==> src/pmlh_fifo.sv <==
`timescale 1ns / 1ps
`default_nettype none
module pmlh_fifo #(
  parameter int WIDTH = 8,
  parameter int DEPTH = 2
) (
  input  wire logic             clk,
  input  wire logic             rst,
  input  wire logic             push,
  input  wire logic [WIDTH-1:0] din,
  output logic                  full,
  input  wire logic             pop,
  output logic      [WIDTH-1:0] dout,
  output logic                  empty
);

  localparam int PTR_W = $clog2(DEPTH);
  localparam int CNT_W = $clog2(DEPTH + 1);
  localparam logic [PTR_W-1:0] PTR_LAST = PTR_W'(DEPTH - 1);
  localparam logic [CNT_W-1:0] CNT_FULL = CNT_W'(DEPTH);

  logic [WIDTH-1:0] mem [DEPTH];
  logic [PTR_W-1:0] wr_ptr;
  logic [PTR_W-1:0] rd_ptr;
  logic [CNT_W-1:0] count;
  logic do_push;
  logic do_pop;

  assign full = (count == CNT_FULL);
  assign empty = (count == '0);
  assign do_push = push && !full;
  assign do_pop = pop && !empty;
  assign dout = mem[rd_ptr];

  always_ff @(posedge clk) begin
    if (do_push) begin
      mem[wr_ptr] <= din;
    end
  end

  always_ff @(posedge clk) begin
    if (rst) begin
      wr_ptr <= '0;
      rd_ptr <= '0;
      count <= '0;
    end else begin
      if (do_push) begin
        wr_ptr <= (wr_ptr == PTR_LAST) ? '0 : wr_ptr + 1'b1;
      end
      if (do_pop) begin
        rd_ptr <= (rd_ptr == PTR_LAST) ? '0 : rd_ptr + 1'b1;
      end
      if (do_push && !do_pop) begin
        count <= count + 1'b1;
      end else if (do_pop && !do_push) begin
        count <= count - 1'b1;
      end
    end
  end

endmodule
`default_nettype wire

==> config.mk <==
export PLATFORM = sky130hd
export DESIGN_NAME = pmlh_fifo
export DESIGN_NICKNAME = d
export VERILOG_FILES = /design/src/pmlh_fifo.sv
export SDC_FILE = /design/constraint.sdc
export NUM_CORES = 1
export LEC_CHECK = 0
export BUFFER_PORTS_ARGS = -buffer_cell sky130_fd_sc_hd__buf_4
export CORE_MARGIN = 1
export CORE_UTILIZATION = 41
export DETAILED_ROUTE_END_ITERATION = 8
export PLACE_DENSITY = 0.67
export SETUP_SLACK_MARGIN = 0.05
export SYNTH_ARGS = -nofsm -noshare
export SYNTH_HDL_FRONTEND = slang
export SYNTH_SLANG_ARGS = --single-unit
==> constraint.sdc <==
create_clock -name clk -period 3.3 [get_ports clk]
set_input_delay 0.33 -clock clk [delete_from_list [all_inputs] [get_ports clk]]
set_output_delay 0.33 -clock clk [all_outputs]
set_load 0.005 [all_outputs]
Word-level counts from Yosys, hierarchy flattened:

Memories as Yosys holds them, arrays and structs flattened. A register that Yosys moved wholly into a read port is not among the register bits.
Index checks and enable logic that the tools add are counted.

* bits in registers: 4
* memories kept: 1
* logic and storage cells: 27
* output and inout port bits: 10
* input port bits: 12
* memory bits (writable): 16

* multiplexer cells: 8
* $add $sub $neg: 4
* equal/unequal tests: 1
* reduce and logical (&&, ||, !) cells: 10

Memories
* mem: words 2, width 8, read ports 1, clocked after memory_dff 1, write ports 1, line 22 `logic [WIDTH-1:0] mem [DEPTH];`

Operators with widths (count)
* 1-bit two-way mux: 6
* 1-bit logical AND: 4
* 1-bit zero test: 4
* 2-bit two-way mux: 2
* 1-bit adder (second input constant): 2
* 2-bit by 1-bit adder with 2-bit output (second input constant): 1
* 2-bit equality test (second input constant): 1
* 2-bit zero test: 1
* 2-bit nonzero test: 1
* 2-bit by 1-bit subtractor with 2-bit output (second input constant): 1

Longest topological paths before layout:

Gate-level depths: netlist of the first run.

* depth in word-level cells: 7
* gate-level depth with buffers: 6
* depth with buffers taken out: 6

Worst setup path before layout of the first run:

OpenSTA, ideal clock, no wires.

* path type: register to register
* start point: reg count[0]
* end point: reg count[1]
* setup slack: 1.845 ns
* library setup time: 0.070 ns
* arrival: 1.386 ns
* stages on the path, launching flop included: 5
* required time: 3.230 ns
* buffers on the path: 0
* clock period less this slack: 1.455 ns
* path through: dfxtp_1 o21ai_0 ha_1 or3_1 a21oi_1

* cells in the longest elaborated chain, start to end: 6
* elaborated cells between the ends (all ways): 15

RTL lines
* start, declared: line 25 `logic [CNT_W-1:0] count;`
* start signal, assigned: line 54 `count <= count + 1'b1;`
* start signal, assigned: line 56 `count <= count - 1'b1;`
* 2-bit equality test / 2-bit zero test (equally long branches): line 29, 30
* 1-bit zero test, on equally long branches: line 31, 32
* 1-bit logical AND, on equally long branches: line 31, 32
* 1-bit zero test, on equally long branches: line 55, 53
* 1-bit logical AND, on equally long branches: line 55, 53
* 2-bit nonzero test (no source line) / 2-bit two-way mux (equally long branches)

Several ways; a longest one is shown, not always the timed one. The select of a mux whose other input is x is not followed.
A chain may end at the register's enable or synchronous reset.

==> metrics, run 1 <==
outcome complete, no violations; Via Count 450; syn nets 63; Leak 0.399 nW; GRT Overall Usage 0.128; DRT iter0 DRCs 2; relative slew slack 0.743; first-pass GRT wire length 1720 µm; DRC viols 0; Final setup viols 0; Setup crit end kind output port; Worst Hold Class input port to flip-flop; clock-pin slew on the worst setup and hold paths 0.11 ns; fin crit share 0.508; Die Y 46.0 µm; clk sinks 21; setup TNS 0 ns; H-tree levels 1; minimum clock period 1.68 ns; Total Nets Final between 80 and 90; CTS tree yes; area leader, netlist edfxtp_1; largest net degree at the start of global routing 13; row cnt 15; highest clock rate 596 MHz; post-synth top area share 0.606; Avg WL per Cell 11.8 µm; Synth Instances 50; post-CTS sizing 0; worst path required time 2.97 ns; chip width 46.0 µm; crit path max fanout 8; Post-Route WL 1170 µm; Antenna diodes 0; IO Count 22; Area growth syn-to-layout 26.7%; clk buf depth 2; Core ar. 1760 µm²; commonest non-fill, non-tap cell in the layout buf_4; Starting Density 0.450; Mapped Area around 790 µm²; critical setup path kind flip-flop to output port; GPL Wtd Cong 0.632; Post-CTS Setup Inserts 0; max_cap viols 0; most frequent cells in the layout buf_4 (21), edfxtp_1 (16), mux2_2 (8); Port Buffer Count 21; Mapped Avg Cell Area around 16 µm²; number of global-route vias before repair 410; root buffer cell clkbuf_4; number of buffers created by CTS 3; die area 2110 µm²; Worst Tran Pin Value 0.386 ns; CP startpoint kind flip-flop; Final Max Tran Viols 0; Overflow after GRT 0; final design utilization 0.570; Final ANT Viol Nets 0; RSZ-0062 raised after global routing no; # hold bufs at CTS 0; Vias/cell ~4.5; Synth area leaders edfxtp_1 (61%), dfxtp_1 (13%), mux2_2 (11%); worst-skew pair later-pin latency 0.30 ns; initial antenna violation count 0; Distinct cells, synth 13; pwr/cell area 703 nW/µm²; Final Hold Viols 0; post-synthesis sequential area ratio 0.732; Setup Skew approximately 0.0058 ns; critical path arrival 1.35 ns; register bit total from synthesis 21; Initial DRT Pass Iterations 2; maximum vdd ir drop 420 µV; share of cells above drive strength 1 0.459; Synth Warn # 0
-- cells in the mapped netlist --
cell type / count
ha_1: 1
o21ai_0: 3
xor2_1: 3
inv_1: 2
nor2b_2: 1
and2_1: 1
or3_1: 2
nor2_1: 5
edfxtp_1: 16
buf_2: 1
mux2_2: 8
a21oi_1: 2
dfxtp_1: 5
-- cells by family (layout without fill, tap and decap cells) --
| group | after synthesis | count (layout) | synth area share |
|---|---|---|---|
| AO/OA/AOI/OAI | 5 | 5 | 0.0315 |
| XOR/XNOR | 3 | 3 | 0.0331 |
| adder cells (fa/ha/maj) | 1 | 1 | 0.0158 |
| buffers and inverters | 3 | 27 | 0.0158 |
| flip-flops | 21 | 21 | 0.732 |
| multiplexers | 8 | 8 | 0.114 |
| AND/OR/NAND/NOR | 9 | 9 | 0.0584 |
-- final cells by class --
type                       instances  area, µm²
tap                               25       31.3
timing repair buffer              21        158
sequential                        21        581
fill                             158        759
clock inverter                     1       5.00
clock buffer                       3       22.5
multi-input combinational         26        200
inverter                           2       7.51
-- state kept, by name (all words and copies together), names as in the netlist, named ones only --
| name | cells |
|---|---|
| wr_ptr | 1 |
| rd_ptr | 1 |
| mem | 16 |
| count | 2 |
-- worst max-delay path, stage by stage (launching register included) --
cell	delay (ns)
dfxtp_1	0.54
mux2_2	0.38
buf_4	0.13
-- stage by stage --
step,instances,cell area [µm²],worst slack [ns],total power (W),hold slack (ns)
after floorplan,50,793,1.84,0.000498,0.399
after global placement,95,977,1.81,0.000593,0.472
after detailed placement,95,977,1.72,0.000598,0.481
after CTS,99,1000,1.58,0.000720,0.186
after global routing,99,1000,1.53,0.000753,0.171
final,99,1000,1.62,0.000706,0.205
-- metal layers --
metal,vias up,share of wire,track usage
met5,-,0,0
li1,227,-,-
met3,2,0.076,0.0675
met2,14,0.49,0.186
met4,0,0.0086,0.106
met1,207,0.42,0.136
-- power by group --
part / internal, W / total (W) / switching (W)
Clock: 0.0000452 / 0.000120 / 0.0000745
Sequential: 0.000337 / 0.000371 / 0.0000340
Combinational: 0.000129 / 0.000215 / 0.0000864
Total: 0.000511 / 0.000706 / 0.000195
-- worst paths after layout --
check                         from                     to  slack, ns  cells past startpoint
max                      flip-flop                dout[2]       1.62                      2
min                         din[7]    mem[1][7]$_DFFE_PP_       0.20                      1
max reg2reg  count[0]$_SDFFE_PP0P_  count[1]$_SDFFE_PP0P_       1.71                      4
min reg2reg    wr_ptr$_SDFFE_PP0N_    wr_ptr$_SDFFE_PP0N_       0.50                      2
(Power assumes the default switching activity.)
==> run 2: changes to the inputs <==
==> constraint.sdc (replaced) <==
create_clock -name clk -period 1.6 [get_ports clk]
set_input_delay 0.16 -clock clk [delete_from_list [all_inputs] [get_ports clk]]
set_output_delay 0.16 -clock clk [all_outputs]
set_load 0.005 [all_outputs]
==> run 2 against run 1 <==
Sequential share of layout area shrank 0.55 points. Global-route usage shrank 1.1 points. Count of clock-buffer cells in the layout is the same. Critical path type is now flip-flop to flip-flop. Largest power group unchanged. Highest routed layer unchanged.
==> metrics, run 2 (same netlist as run 1, synthesis figures left out) <==
outcome complete, no violations; row cnt 15; Overflow after GRT 0; share of cells above drive strength 1 0.507; Final setup viols 0; worst r2r path cells 5; CTS tree yes; worst-case hold slack 0.0463 ns; Seq. cell area 584 µm²; max reg flops 16; # hold bufs at CTS 0; Antenna diodes 0; Leak 0.405 nW; number of buffers created by CTS 3; critical path arrival 1.69 ns; clock-pin slew on the worst setup and hold paths 0.11 ns; Avg WL per Cell 10.8 µm; highest clock rate 682 MHz; Setup crit end kind flip-flop; Area growth syn-to-layout 28.7%; Setup WS post-layout approximately 0.13 ns; most frequent cells in the layout buf_4 (22), edfxtp_1 (16), mux2_2 (8); Final Hold Viols 0; WHS Path Cells 1; max_cap viols 0; clk sinks 21; dpl ws 0.0895 ns; Regs by FF count mem: 16 flops, count: 2 flops; commonest non-fill, non-tap cell in the layout buf_4; DRT iter0 DRCs 3; CP startpoint kind flip-flop; largest net degree at the start of global routing 13; Setup Skew 0.00649 ns; die area 2110 µm²; setup TNS 0 ns; clk buf depth 2; Final ANT Viol Nets 0; Die Y about 46 µm; GPL Wtd Cong 0.657; fin crit share 0.916; Post-CTS Setup Inserts 0; placed wire-length estimate 812 µm; pwr/cell area roughly 1400 nW/µm²; number of global-route vias before repair between 400 and 500; Final Instance Count excl. Fillers 100; Via Count between 400 and 500; area occupied by multi-input gates 205 µm²; relative slew slack 0.746; H-tree levels 1; minimum clock period between 1 and 1.5 ns; # fillers 166; Worst Tran Pin Value 0.381 ns; root buffer cell clkbuf_4; critical setup path kind flip-flop to flip-flop; Vias/cell about 4.6; Final Max Tran Viols 0; GRT Overall Usage 0.117; Core ar. 1760 µm²; chip width between 40 and 50 µm; dpl cells 96; IO Count 22; worst path required time 1.82 ns; Starting Density 0.450; Port Buffer Count 21; Largest Register mem; Total Nets Final 89; maximum vdd ir drop 876 µV; worst-skew pair later-pin latency 0.29 ns; RSZ-0062 raised after global routing yes; DRC viols 0; initial antenna violation count 0; Post-Route WL 1080 µm; first-pass GRT wire length approximately 1700 µm; Initial DRT Pass Iterations 3; Worst Hold Class input port to flip-flop; crit path max fanout 5
==> run 2: cell types whose count changed in the layout (fill, tap and decap cells not counted), sizes merged <==
cell / delta
buf: +1
==> run 2: through the flow <==
stage | power (W) | utilization | cell area [µm²]
finish | 0.00148 | 0.579 | 1020
global placement | 0.00123 | 0.558 | 985
detailed placement | 0.00124 | 0.558 | 985
CTS | 0.00148 | 0.574 | 1010
global route | 0.00157 | 0.579 | 1020
floorplan | 0.00103 | - | 793
==> run 2: final timing paths <==
kind,startpoint,end,slack [ns]
max,count[1]$_SDFFE_PP0P_,count[1]$_SDFFE_PP0P_,0.13
min,din[6],mem[1][6]$_DFFE_PP_,0.05
max reg2reg,count[1]$_SDFFE_PP0P_,count[1]$_SDFFE_PP0P_,0.13
min reg2reg,wr_ptr$_SDFFE_PP0N_,wr_ptr$_SDFFE_PP0N_,0.49
==> run 2: critical path, cell delays in order, from the launching register on <==
cell and delay [ns]:
dfxtp_2 0.37, nor2b_4 0.16, nor2_1 0.06, ha_1 0.30
or3_1 0.37, a21oi_1 0.14
==> run 2: timing repair <==
| action | 4_1_cts | 5_1_grt |
|---|---|---|
| gates resized for setup | 0 | 5 |
| setup endpoints to repair | 0 | 9 |
| hold endpoints to repair | 0 | 0 |
==> run 2: power breakdown <==
group	internal [W]	total (W)	switching (W)
Sequential	0.000703	0.000778	0.0000746
Combinational	0.000285	0.000462	0.000177
Clock	0.0000928	0.000236	0.000143
Total	0.00108	0.00148	0.000395
==> run 2: area by class of cell <==
| type | instances | share of cell area |
|---|---|---|
| flip-flops and latches | 21 | 0.572 |
| multi-input cells | 26 | 0.201 |
| repair buffers | 22 | 0.162 |
| well taps | 25 | 0.0306 |
| clock buffers | 3 | 0.0221 |
| inverters | 2 | 0.00735 |
| clock inverters | 1 | 0.00490 |
==> run 2: per-layer routing <==
layer,part of all wire,global-route usage,vias to the layer above
li1,-,-,231
met1,0.45,0.143,207
met2,0.48,0.186,16
met3,0.056,0.0397,2
met4,0.0092,0.0529,0
met5,0,0,-
