### src/pmlh_pkg.sv
`timescale 1ns / 1ps
`default_nettype none
package pmlh_pkg;

  localparam int KEY_DEPTH_DEFAULT = 1024;
  localparam int VALUE_W = 32;
  localparam int RUN_W = 16;
  localparam int HASH_W = 64;
  localparam int CMD_W = 2;

  localparam logic [RUN_W-1:0] RUN_MAX = 16'hFFFF;
  localparam logic [HASH_W-1:0] FNV_BASIS = 64'h1465_0FB0_739D_0383;
  localparam logic [HASH_W-1:0] FNV_PRIME = 64'h0000_0100_0000_01B3;
  // prime is 2^40 + 0x1b3: a shift plus a narrow multiply
  localparam int FNV_PRIME_SHIFT = 40;
  localparam logic [8:0] FNV_PRIME_LO = FNV_PRIME[8:0];

  localparam logic [CMD_W-1:0] CMD_CLEAR = 2'd0;
  localparam logic [CMD_W-1:0] CMD_LOAD = 2'd1;
  localparam logic [CMD_W-1:0] CMD_REQUEST = 2'd2;
  localparam logic [CMD_W-1:0] CMD_EMPTY = 2'd3;

  typedef enum logic [1:0] {
    OP_CLEAR,
    OP_LOAD,
    OP_LOOKUP,
    OP_EMPTY
  } op_t;

  typedef struct packed {
    op_t op;
    logic [VALUE_W-1:0] value;
    logic last;
  } item_t;

endpackage
`default_nettype wire

### src/pmlh_fifo.sv
`timescale 1ns / 1ps
`default_nettype none
module pmlh_fifo #(
  parameter int WIDTH = 8,
  parameter int DEPTH = 2
) (
  input  wire logic             clk,
  input  wire logic             rst,
  input  wire logic             push,
  input  wire logic [WIDTH-1:0] din,
  output logic                  full,
  input  wire logic             pop,
  output logic      [WIDTH-1:0] dout,
  output logic                  empty
);

  localparam int PTR_W = $clog2(DEPTH);
  localparam int CNT_W = $clog2(DEPTH + 1);
  localparam logic [PTR_W-1:0] PTR_LAST = PTR_W'(DEPTH - 1);
  localparam logic [CNT_W-1:0] CNT_FULL = CNT_W'(DEPTH);

  logic [WIDTH-1:0] mem [DEPTH];
  logic [PTR_W-1:0] wr_ptr;
  logic [PTR_W-1:0] rd_ptr;
  logic [CNT_W-1:0] count;
  logic do_push;
  logic do_pop;

  assign full = (count == CNT_FULL);
  assign empty = (count == '0);
  assign do_push = push && !full;
  assign do_pop = pop && !empty;
  assign dout = mem[rd_ptr];

  always_ff @(posedge clk) begin
    if (do_push) begin
      mem[wr_ptr] <= din;
    end
  end

  always_ff @(posedge clk) begin
    if (rst) begin
      wr_ptr <= '0;
      rd_ptr <= '0;
      count <= '0;
    end else begin
      if (do_push) begin
        wr_ptr <= (wr_ptr == PTR_LAST) ? '0 : wr_ptr + 1'b1;
      end
      if (do_pop) begin
        rd_ptr <= (rd_ptr == PTR_LAST) ? '0 : rd_ptr + 1'b1;
      end
      if (do_push && !do_pop) begin
        count <= count + 1'b1;
      end else if (do_pop && !do_push) begin
        count <= count - 1'b1;
      end
    end
  end

endmodule
`default_nettype wire

### src/pmlh_front.sv
`timescale 1ns / 1ps
`default_nettype none
module pmlh_front (
  input  wire logic                            clk,
  input  wire logic                            rst,
  input  wire logic                            push,
  output logic                                 full,
  input  wire logic [pmlh_pkg::CMD_W-1:0]      cmd,
  input  wire logic [pmlh_pkg::VALUE_W-1:0]    value,
  input  wire logic                            last_block,
  output logic                                 q_valid,
  output pmlh_pkg::item_t                      q_item,
  input  wire logic                            q_pop
);
  import pmlh_pkg::*;

  localparam int ITEM_W = $bits(item_t);

  item_t in_item;
  logic [ITEM_W-1:0] fifo_dout;
  logic fifo_empty;

  // decode command; last only means something on a lookup
  always_comb begin
    in_item.value = value;
    in_item.last = 1'b0;
    case (cmd)
      CMD_CLEAR: in_item.op = OP_CLEAR;
      CMD_LOAD: in_item.op = OP_LOAD;
      CMD_REQUEST: begin
        in_item.op = OP_LOOKUP;
        in_item.last = last_block;
      end
      CMD_EMPTY: in_item.op = OP_EMPTY;
      default: in_item.op = OP_EMPTY;
    endcase
  end

  pmlh_fifo #(
    .WIDTH(ITEM_W),
    .DEPTH(2)
  ) u_cmd_q (
    .clk  (clk),
    .rst  (rst),
    .push (push),
    .din  (in_item),
    .full (full),
    .pop  (q_pop),
    .dout (fifo_dout),
    .empty(fifo_empty)
  );

  assign q_valid = !fifo_empty;
  assign q_item = item_t'(fifo_dout);

endmodule
`default_nettype wire

### config.mk
export PLATFORM = sky130hd
export DESIGN_NAME = pmlh_front
export DESIGN_NICKNAME = d
export VERILOG_FILES = /design/src/pmlh_pkg.sv /design/src/pmlh_fifo.sv /design/src/pmlh_front.sv
export SDC_FILE = /design/constraint.sdc
export NUM_CORES = 1
export LEC_CHECK = 0
export ABC_AREA = 1
export BUFFER_PORTS_ARGS = -buffer_cell sky130_fd_sc_hd__buf_4
export CAP_MARGIN = 0
export CORE_UTILIZATION = 40
export CTS_CLUSTER_DIAMETER = 50
export DETAILED_ROUTE_END_ITERATION = 8
export GPL_TIMING_DRIVEN = 0
export PLACE_DENSITY = 0.66
export SYNTH_ARGS = -nofsm -noshare
export SYNTH_HDL_FRONTEND = slang
export SYNTH_SLANG_ARGS = --single-unit
### constraint.sdc
create_clock -name clk -period 2.6 [get_ports clk]
set_clock_uncertainty 0.2 [all_clocks]
set_input_delay 0 -clock clk [delete_from_list [all_inputs] [get_ports clk]]
set_output_delay 0 -clock clk [all_outputs]
set_load 0.005 [all_outputs]
# --- Yosys cells after proc, flatten, opt, wreduce, memory -nomap -nowiden ---
# Memory sizes are Yosys's and may differ from the RTL's. A register that Yosys moved wholly into a read port is not among the register bits.
# Index checks and enable logic that the tools add are counted.
totals:
  register_bits: 4
  mem_bits_rw: 70
  in_bits: 39
  output_inout_bits: 37
  wordCells: 33
  n_memories: 1
memory_table:
  columns: ["name", "depth", "word_bits", "read_ports", "rd_clocked_by_memory_dff", "wr", "line_no", "text"]
  rows:
  - ["u_cmd_q.mem", 2, 35, 1, 1, 1, "pmlh_fifo.sv:22", "logic [WIDTH-1:0] mem [DEPTH];"]
classes:
  addsub: 4
  n_eq_ne: 4
  mux: 10
  reduce_logical: 11
op_table:
  columns: ["cell", "n"]
  rows:
  - ["$pmux 2 s4", 1]
  - ["$mux 1", 7]
  - ["$eq 2x2->1 const B", 3]
  - ["$logic_and 1x1->1", 4]
  - ["$logic_not 1->1", 4]
  - ["$logic_not 2->1", 2]
  - ["$mux 2", 2]
  - ["$add 1x1->1 const B", 2]
  - ["$add 2x1->2 const B", 1]
  - ["$eq 2x1->1 const B", 1]
  - ["$reduce_bool 2->1", 1]
  - ["$sub 2x1->2 const B", 1]

# --- Longest topological paths before layout ---
# Gate-level depths: netlist of run 1.
depth:
  depth_word: 7
  mapped_depth: 10
  mapped_depth_nobuf: 10

# --- Hierarchy ---
# From an unflattened synthesis of run 1, not the netlist that was laid out.
hier_totals:
  hier_cells: 151
  hier_area_um2: 2951.6
modules_own_cells:
  columns: ["module", "instances", "cells_each", "area_each_um2", "seq_area_each_um2"]
  rows:
  - ["pmlh_fifo", 1, 146, 2930.3, 2202.1]
  - ["pmlh_front", 1, 5, 21.3, 0.0]

# --- Least setup slack after synthesis of run 1 ---
# No wires, ideal clock.
synth_timing:
  path_type: "flip-flop to flip-flop"
  from: "register u_cmd_q.count[1]"
  to: "memory u_cmd_q.mem[1][0] (netlist name) (enable)"
  setup_ns: 0.427
  arrival_ns: 1.954
  required_time_ns: 1.973
  path_slack_ns: 0.019
  stages_incl_launch_ff: 4
  path_buffers: 0
  synth_period_minus_slack_ns: 2.581
  cell_sequence: "dfxtp_1 inv_1 o21ai_2 nor2_1"
synth_via:
  elab_chain_len: 5
synth_rtl:
  columns: ["element", "line_no", "text"]
  rows:
  - ["start, declared", "pmlh_fifo.sv:25", "logic [CNT_W-1:0] count;"]
  - ["start signal, assigned", "pmlh_fifo.sv:54", "count <= count + 1'b1;"]
  - ["start signal, assigned", "pmlh_fifo.sv:56", "count <= count - 1'b1;"]
  - ["$eq 2x2->1", "pmlh_fifo.sv:29", "assign full = (count == CNT_FULL);"]
  - ["$logic_not 1->1", "pmlh_fifo.sv:31", "assign do_push = push && !full;"]
  - ["$logic_and 1x1->1", "pmlh_fifo.sv:31", null]
  - ["$mux 1", "pmlh_fifo.sv:36", "if (do_push) begin"]
  - ["$mux 1 (not written as such)", "pmlh_fifo.sv:37", "mem[wr_ptr] <= din;"]
  - ["end, declared", "pmlh_fifo.sv:22", null]
# No other way between the ends.

# --- Worst setup path in the final report of run 1 ---
layout_timing:
  from: "register u_cmd_q.count[1]"
  to: "register u_cmd_q.wr_ptr"
layout_via:
  elab_chain_len: 3
layout_rtl:
  columns: ["element", "line_no", "text"]
  rows:
  - ["$eq 2x2->1", "pmlh_fifo.sv:29", null]
  - ["$logic_not 1->1", "pmlh_fifo.sv:31", null]
  - ["$logic_and 1x1->1", "pmlh_fifo.sv:31", null]
  - ["end signal, assigned", "pmlh_fifo.sv:48", "wr_ptr <= (wr_ptr == PTR_LAST) ? '0 : wr_ptr + 1'b1;"]
  - ["end, declared", "pmlh_fifo.sv:23", "logic [PTR_W-1:0] wr_ptr;"]
# No other way between the ends.
# A chain may end at the register's enable or synchronous reset.

==> results of run 1 <==
-- Yosys cell counts (2+ instances only) --
master     n  area, um^2
dfxtp_1    5         100
a21oi_1    2        10.0
inv_1      8        30.0
mux2_4    30         450
o21ai_0    2        10.0
buf_12     3        60.1
nand2_1    8        30.0
clkbuf_1   2        7.51
nand3_1    2        10.0
edfxtp_1  70        2100
mux2_2     5        56.3
nor2_1     9        33.8
-- what timing repair did --
action                                  CTS  global route
hold endpoints to repair                 75             0
hold buffers                             40             0
endpoints found under the setup margin    0             0
gates resized for setup                   0             0
-- layer usage --
| layer | track usage (%) | up-vias | share of wire (%) |
|---|---|---|---|
| met5 | 0 | - | 0 |
| met4 | 8.49 | 0 | 2.0 |
| met3 | 3.86 | 11 | 3.5 |
| met2 | 26.8 | 41 | 54 |
| met1 | 16.3 | 796 | 40 |
| li1 | - | 817 | - |
-- area by class of cell --
type	count	share of cell area, %
clock inverters	5	1.77
well taps	96	2.79
flip-flops and latches	75	51.1
clock buffers	11	3.28
repair buffers	117	23.6
plain buffers	6	1.83
inverters	8	0.697
multi-input cells	61	14.9
-- worst max-delay path, cell delays in order (launching register included) --
cell	delay (ns)
dfxtp_1	0.35
inv_1	0.09
o21ai_2	0.29
o21ai_0	0.11
dlygate4sd3_1	0.56
nor2_1	0.09
dlygate4sd3_1	0.55
-- final timing paths --
| path | to | from | cells past startpoint |
|---|---|---|---|
| setup / recovery | u_cmd_q.wr_ptr$_SDFFE_PP0N_ | u_cmd_q.count[1]$_SDFFE_PP0P_ | 6 |
| hold / removal | u_cmd_q.mem[0][17]$_DFFE_PP_ | push | 3 |
| setup reg to reg | u_cmd_q.wr_ptr$_SDFFE_PP0N_ | u_cmd_q.count[1]$_SDFFE_PP0P_ | 6 |
| hold reg to reg | flop | u_cmd_q.rd_ptr$_SDFFE_PP0P_ | 2 |
-- power groups by stage --
stage	combinational [W]	clock (W)	sequential, W
after global routing	0.00119	0.00104	0.00159
after global placement	0.000978	0	0.00161
after detailed placement	0.00104	0	0.00161
after floorplan	0.000590	0	0.00160
final	0.00109	0.000954	0.00158
after CTS	0.00111	0.000986	0.00158
-- metrics by stage --
step	area [um^2]	hold WS [ns]
after floorplan	2940	-0.101
after global placement	3620	-0.0147
after detailed placement	3690	-0.0124
after CTS	4310	0.0254
after global routing	4310	0.0410
final	4310	0.0394
-- logic make-up (layout without fill, tap and decap cells) --
family	after synthesis	after routing	synth area share, %
buffers and inverters	14	147	3.70
AO/OA/AOI/OAI	5	5	0.979
adder cells (fa/ha/maj)	1	1	0.426
AND/OR/NAND/NOR	20	20	2.72
flip-flops	75	75	74.9
multiplexers	35	35	17.2
-- cells in the final DEF, fill, tap and decap left out, types with 3 or more instances in the layout --
cell type      count
clkbuf_8          10
mux2_4            30
dlygate4sd3_1     40
buf_4             75
nor2_1             7
dfxtp_1            5
clkbuf_1           3
edfxtp_1          70
buf_12             3
mux2_2             5
nand2_1            8
inv_1              8
-- sequential cells by signal, indices dropped and copies added (netlist names), named ones only --
| signal | count |
|---|---|
| u_cmd_q.count | 2 |
| u_cmd_q.rd_ptr | 1 |
| u_cmd_q.mem | 70 |
| u_cmd_q.wr_ptr | 1 |
==> results.md, run 1 <==
- Status: completed
- RSZ-0062 raised after global routing: false
- Crit-path max FO: 4
- Final hold vios: 0
- Total congestion overflow: 0
- Total track usage: 15.1%
- Die area: 7690 um^2
- Clock tree buffer depth: 2
- Clock tree from TritonCTS: yes
- Top_reg_cell synth: edfxtp_1
- Syn Area/Cell: 19.6 um^2
- Layout cells sized above 1: 47.0%
- Post-CTS Setup Inserts: 0
- Startpoint Class: flop
- Die width: 87.7 um
- Largest net degree at the start of global routing: 22
- Core area: 6940 um^2
- Seq/Total Area, Yosys: 74.9%
- Worst setup EP type: flop
- Drt via density: 4.39
- Number of synthesized register bits: 75
- Peak supply drop: 0.451 mV
- Pint: 0.00274 W
- Core Util, Final: 62.1%
- CTS H-tree depth: 3
- Power per Cell Area: 841 nW/um^2
- Syn nets: 190
- Initial antenna violation count: 0
- WP data arrival: 2.38 ns
- Area occupied by multi-input gates: 643 um^2
- Nets: 318
- Slew @ Worst Pin: 0.560 ns
- Router iterations before antenna repair: 4
- NetSw: 0.000881 W
- Number of port buffers: 75
- FF/Latch Area: 2200 um^2
- TNS Setup: 0 ns
- CTS Sinks: 75
- Clock share of power: 26.3%
- Post-Synthesis Cells: 150
- R2R setup slack: 0.30 ns
- Hold Path Class: in2reg
- Number of buffers created by CTS: 9
- Synth Warn #: 0
- Critical Path RT: 2.68 ns
- Antenna cells: 0
- Ys async rst share: 0%
- Combinational Power Share: 30.1%
- Slew Limit Fails: 0
- # fillers: 540
- Post-Place Cells: 323
- Number of global-route vias before repair: 1796
- Number of flops mapped to enable cells by yosys: 70
- Fin crit period: 2.30 ns
- DRT iter0 DRCs: 49
- First-pass GRT wire length: 8.36 mm
- Worst-Skew Late Latency: 0.34 ns
- Final Non-Filler Cells: 379
- Sequential share of power: 43.6%
- CTS root buffer: clkbuf_8
- Placer Congestion: 0.683
- Area growth from synthesis to layout: 46.7%
- Final Cycle Share: 88.6%
- Die Ht: 87.7 um
- I/O Pins: 76
- LEAKAGE: 1.72 nW
- Clk slew on worst S/H paths: 0.08 ns
- # rows: 30
- Max Cap Viol: 0
- Fmax achieved: 434 MHz
- Post-Route WL: 5.18 mm
- WS Path Type: reg2reg
- Antenna Violating Nets Remaining: 0
- Via count: 1665
- Final setup viols: 0
- Synthesized area: 2940 um^2
- Final WS setup: 0.297 ns
- Switching part of the total: 24.3%
- Routed len/inst: 13.7 um
- Yosys cell types: 16
- DRC Markers: 0
- HPWL after DPL: 3.37 mm
- Final Power: 0.00362 W
- Initial Utilization: 42.3%
- Slew headroom: 62.6%
- Dpl ws: 0.814 ns
Power figures use the tool's default switching activity.
==> run 2, diff against run 1 <==
--- a/config.mk
+++ b/config.mk
@@ -5,7 +5,6 @@
 export SDC_FILE = /design/constraint.sdc
 export NUM_CORES = 1
 export LEC_CHECK = 0
-export ABC_AREA = 1
 export BUFFER_PORTS_ARGS = -buffer_cell sky130_fd_sc_hd__buf_4
 export CAP_MARGIN = 0
 export CORE_UTILIZATION = 40
==> results.md, run 2 <==
- Post-synth top area cell: edfxtp_1
- Layout cells sized above 1: 49.6% (+2.6 points)
- Area growth from synthesis to layout: 43.6%
- Largest registers: u_cmd_q.mem x70, u_cmd_q.count x2
- Clk slew on worst S/H paths: 0.07 ns (about the same)
- Most frequent cells in the layout: buf_4, edfxtp_1, dlygate4sd3_1
- Post-Route WL: 5.20 mm (+0.39%)
- Antenna Violating Nets Remaining: 0 (unchanged)
- Initial Utilization: 42.4% (+0.057 points)
- Worst r2r src: u_cmd_q.count[0]$_SDFFE_PP0P_
- Worst r2r dst: u_cmd_q.mem[0][29]$_DFFE_PP_
- Final setup viols: 0 (unchanged)
- Top post-synthesis cells by area: edfxtp_1, mux2_2, dfxtp_1
- NetSw: 0.000843 W (-4.2%)
- Slew headroom: 41.4% (-21 points)
- Worst R2R Path Depth: 3 (-3)
- Syn nets: 177 (-6.8%)
- Switching part of the total: 26.0% (+1.7 points)
- WS Path Type: reg2reg
- Routed len/inst: 15.2 um (+11%)
- Status: finished, violations left
- Ys async rst share: 0% (unchanged)
- Worst-Skew Late Latency: 0.34 ns (about the same)
- Seq/Total Area, Yosys: 80.0% (+5.1 points)
- Total congestion overflow: 0 (unchanged)
- WP data arrival: 1.81 ns (-0.57 ns)
- Fmax achieved: 489 MHz (+13%)
- # rows: 29 (-3.3%)
- Most numerous cell in the Yosys netlist: edfxtp_1
- RSZ-0062 raised after global routing: false
- Clock tree buffer depth: 2 (unchanged)
- TNS Setup: 0 ns (unchanged)
- CTS root buffer: clkbuf_8
- Synth Warn #: 0 (unchanged)
- Synth top area share: 76.4% (+4.8 points)
- I/O Pins: 76 (unchanged)
- Syn Area/Cell: 20.1 um^2 (+2.5%)
- Synthesized area: 2750 um^2 (-6.3%)
- Router iterations before antenna repair: 6 (+2)
- Nets: 301 (-5.3%)
- Number of buffers created by CTS: 9 (unchanged)
- Critical path endpoint: u_cmd_q.mem[0][29]$_DFFE_PP_
- Post-synth top cells: edfxtp_1, mux2_2, dfxtp_1
- Max FFs per register: 70 (unchanged)
- Power per Cell Area: 820 nW/um^2 (-2.6%)
- Slew Limit Fails: 0 (unchanged)
- LEAKAGE: 1.52 nW (-12%)
- Pint: 0.00240 W (-13%)
- Post-Place Cells: 289 (-11%)
- Startpoint Class: flop
- Top_reg_cell synth: edfxtp_1
- DRC Markers: 6 (+6)
- Crit-path max FO: 35 (+31)
- Commonest non-fill, non-tap cell in the layout: buf_4
- Critical Path RT: 2.36 ns (-0.32 ns)
- Combinational Power Share: 29.0% (-1.1 points)
- Die width: 85.0 um (-3.2%)
- Core area: 6490 um^2 (-6.5%)
- Largest Register: u_cmd_q.mem
- Placer Congestion: 0.647 (-5.3%)
- Total track usage: 15.0% (-0.076 points)
- Post-CTS Setup Inserts: 0 (unchanged)
- First-pass GRT wire length: 7.86 mm (-6.0%)
- Initial antenna violation count: 0 (unchanged)
- Largest net degree at the start of global routing: 36 (+64%)
- R2R setup slack: 0.55 ns (+0.26 ns)
- Slew @ Worst Pin: 0.880 ns (+0.320 ns)
- CTS H-tree depth: 3 (unchanged)
- Number of flops mapped to enable cells by yosys: 70 (unchanged)
- Die area: 7220 um^2 (-6.2%)
- Max Cap Viol: 0 (unchanged)
- CTS Sinks: 75 (unchanged)
- Final Cycle Share: 78.7% (-9.9 points)
- Final hold vios: 0 (unchanged)
- Peak supply drop: 0.471 mV (+4.3%)
- Violated checks: DRC
- HPWL after DPL: 2.97 mm (-12%)
- Worst setup EP type: flop
- Sequential share of power: 48.5% (+4.9 points)
- Final Non-Filler Cells: 343 (-9.5%)
- Number of synthesized register bits: 75 (unchanged)
- Clock share of power: 22.5% (-3.8 points)
- Via count: 1622 (-2.6%)
- Die Ht: 85.0 um (-3.2%)
- Antenna cells: 0 (unchanged)
- Clock tree from TritonCTS: yes
- Hold Path Class: in2reg
- Fin crit period: 2.05 ns (-0.256 ns)
- Post-Synthesis Cells: 137 (-8.7%)
- Yosys cell types: 16 (unchanged)
- DRT iter0 DRCs: 65 (+33%)
- Drt via density: 4.73 (+7.6%)
- Number of port buffers: 75 (unchanged)
- Number of global-route vias before repair: 1679 (-6.5%)
- Critical path origin: u_cmd_q.count[0]$_SDFFE_PP0P_
[run 2: how the worst min path moves through the flow]
stage,start,to,slack [ns],cells after the start
after detailed placement,value[9],u_cmd_q.mem[1][10]$_DFFE_PP_,-0.01,1
final,value[23],u_cmd_q.mem[0][24]$_DFFE_PP_,0.19,2
after global placement,value[8],u_cmd_q.mem[0][9]$_DFFE_PP_,-0.01,1
after floorplan,rst,u_cmd_q.count[1]$_SDFFE_PP0P_,-0.13,1
after global routing,value[9],u_cmd_q.mem[0][10]$_DFFE_PP_,0.17,2
after CTS,value[9],u_cmd_q.mem[0][10]$_DFFE_PP_,0.17,2
[run 2: layout make-up]
type / count / area (um^2)
multi-input combinational: 54 / 517
timing repair buffer: 113 / 943
inverter: 2 / 7.51
clock buffer: 9 / 124
fill: 504 / 2540
tap: 77 / 96.3
sequential: 75 / 2200
clock inverter: 7 / 35.0
buffer: 6 / 27.5
[run 2: metrics by stage]
stage | power (W) | utilization, % | setup slack [ns] | instance area [um^2] | hold slack (ns)
detailed placement | 0.00250 | 52.6 | 0.556 | 3410 | -0.0124
CTS | 0.00327 | 60.9 | 0.537 | 3950 | 0.169
global route | 0.00339 | 60.9 | 0.466 | 3950 | 0.172
finish | 0.00324 | 60.9 | 0.554 | 3950 | 0.187
floorplan | 0.00206 | - | 0.509 | 2750 | -0.131
global placement | 0.00249 | 52.5 | -0.0128 | 3410 | -0.0147
[run 2: worst max-delay path: stages, from the launching register on]
cell	delay [ns]
dfxtp_1	0.43
nor2b_2	0.08
or3_1	0.35
inv_2	0.61
[run 2: cells by family after synthesis]
kind of cell	count (synthesis)	synth area share (%)
AOI/OAI and AO/OA	5	0.909
xor gates and xnor gates	3	0.955
adders and majority gates	1	0.454
buffers and inverters	8	1.27
DFF	75	80.0
muxes	35	14.3
and+or+nand+nor	10	2.09
[run 2: power groups by stage]
stage	combinational (W)	clock (W)	sequential, W
6_report	0.000941	0.000728	0.00157
5_1_grt	0.00101	0.000794	0.00159
4_1_cts	0.000949	0.000746	0.00157
3_5_place_dp	0.000899	0	0.00160
3_3_place_gp	0.000896	0	0.00159
2_1_floorplan	0.000473	0	0.00158
[run 2: per-layer routing]
layer  vias to the layer above  part of all wire (%)  track usage (%)
li1                        771                     -                -
met1                       783                    43             17.0
met2                        55                    50             25.1
met3                        13                   4.8             4.96
met4                         0                   1.9             8.32
met5                         -                     0                0
[run 2: what timing repair did]
action | 4_1_cts | 5_1_grt
endpoints found under the setup margin | 0 | 0
resized for setup | 0 | 0
endpoints found under the hold margin | 75 | 0
hold buffers | 38 | 0
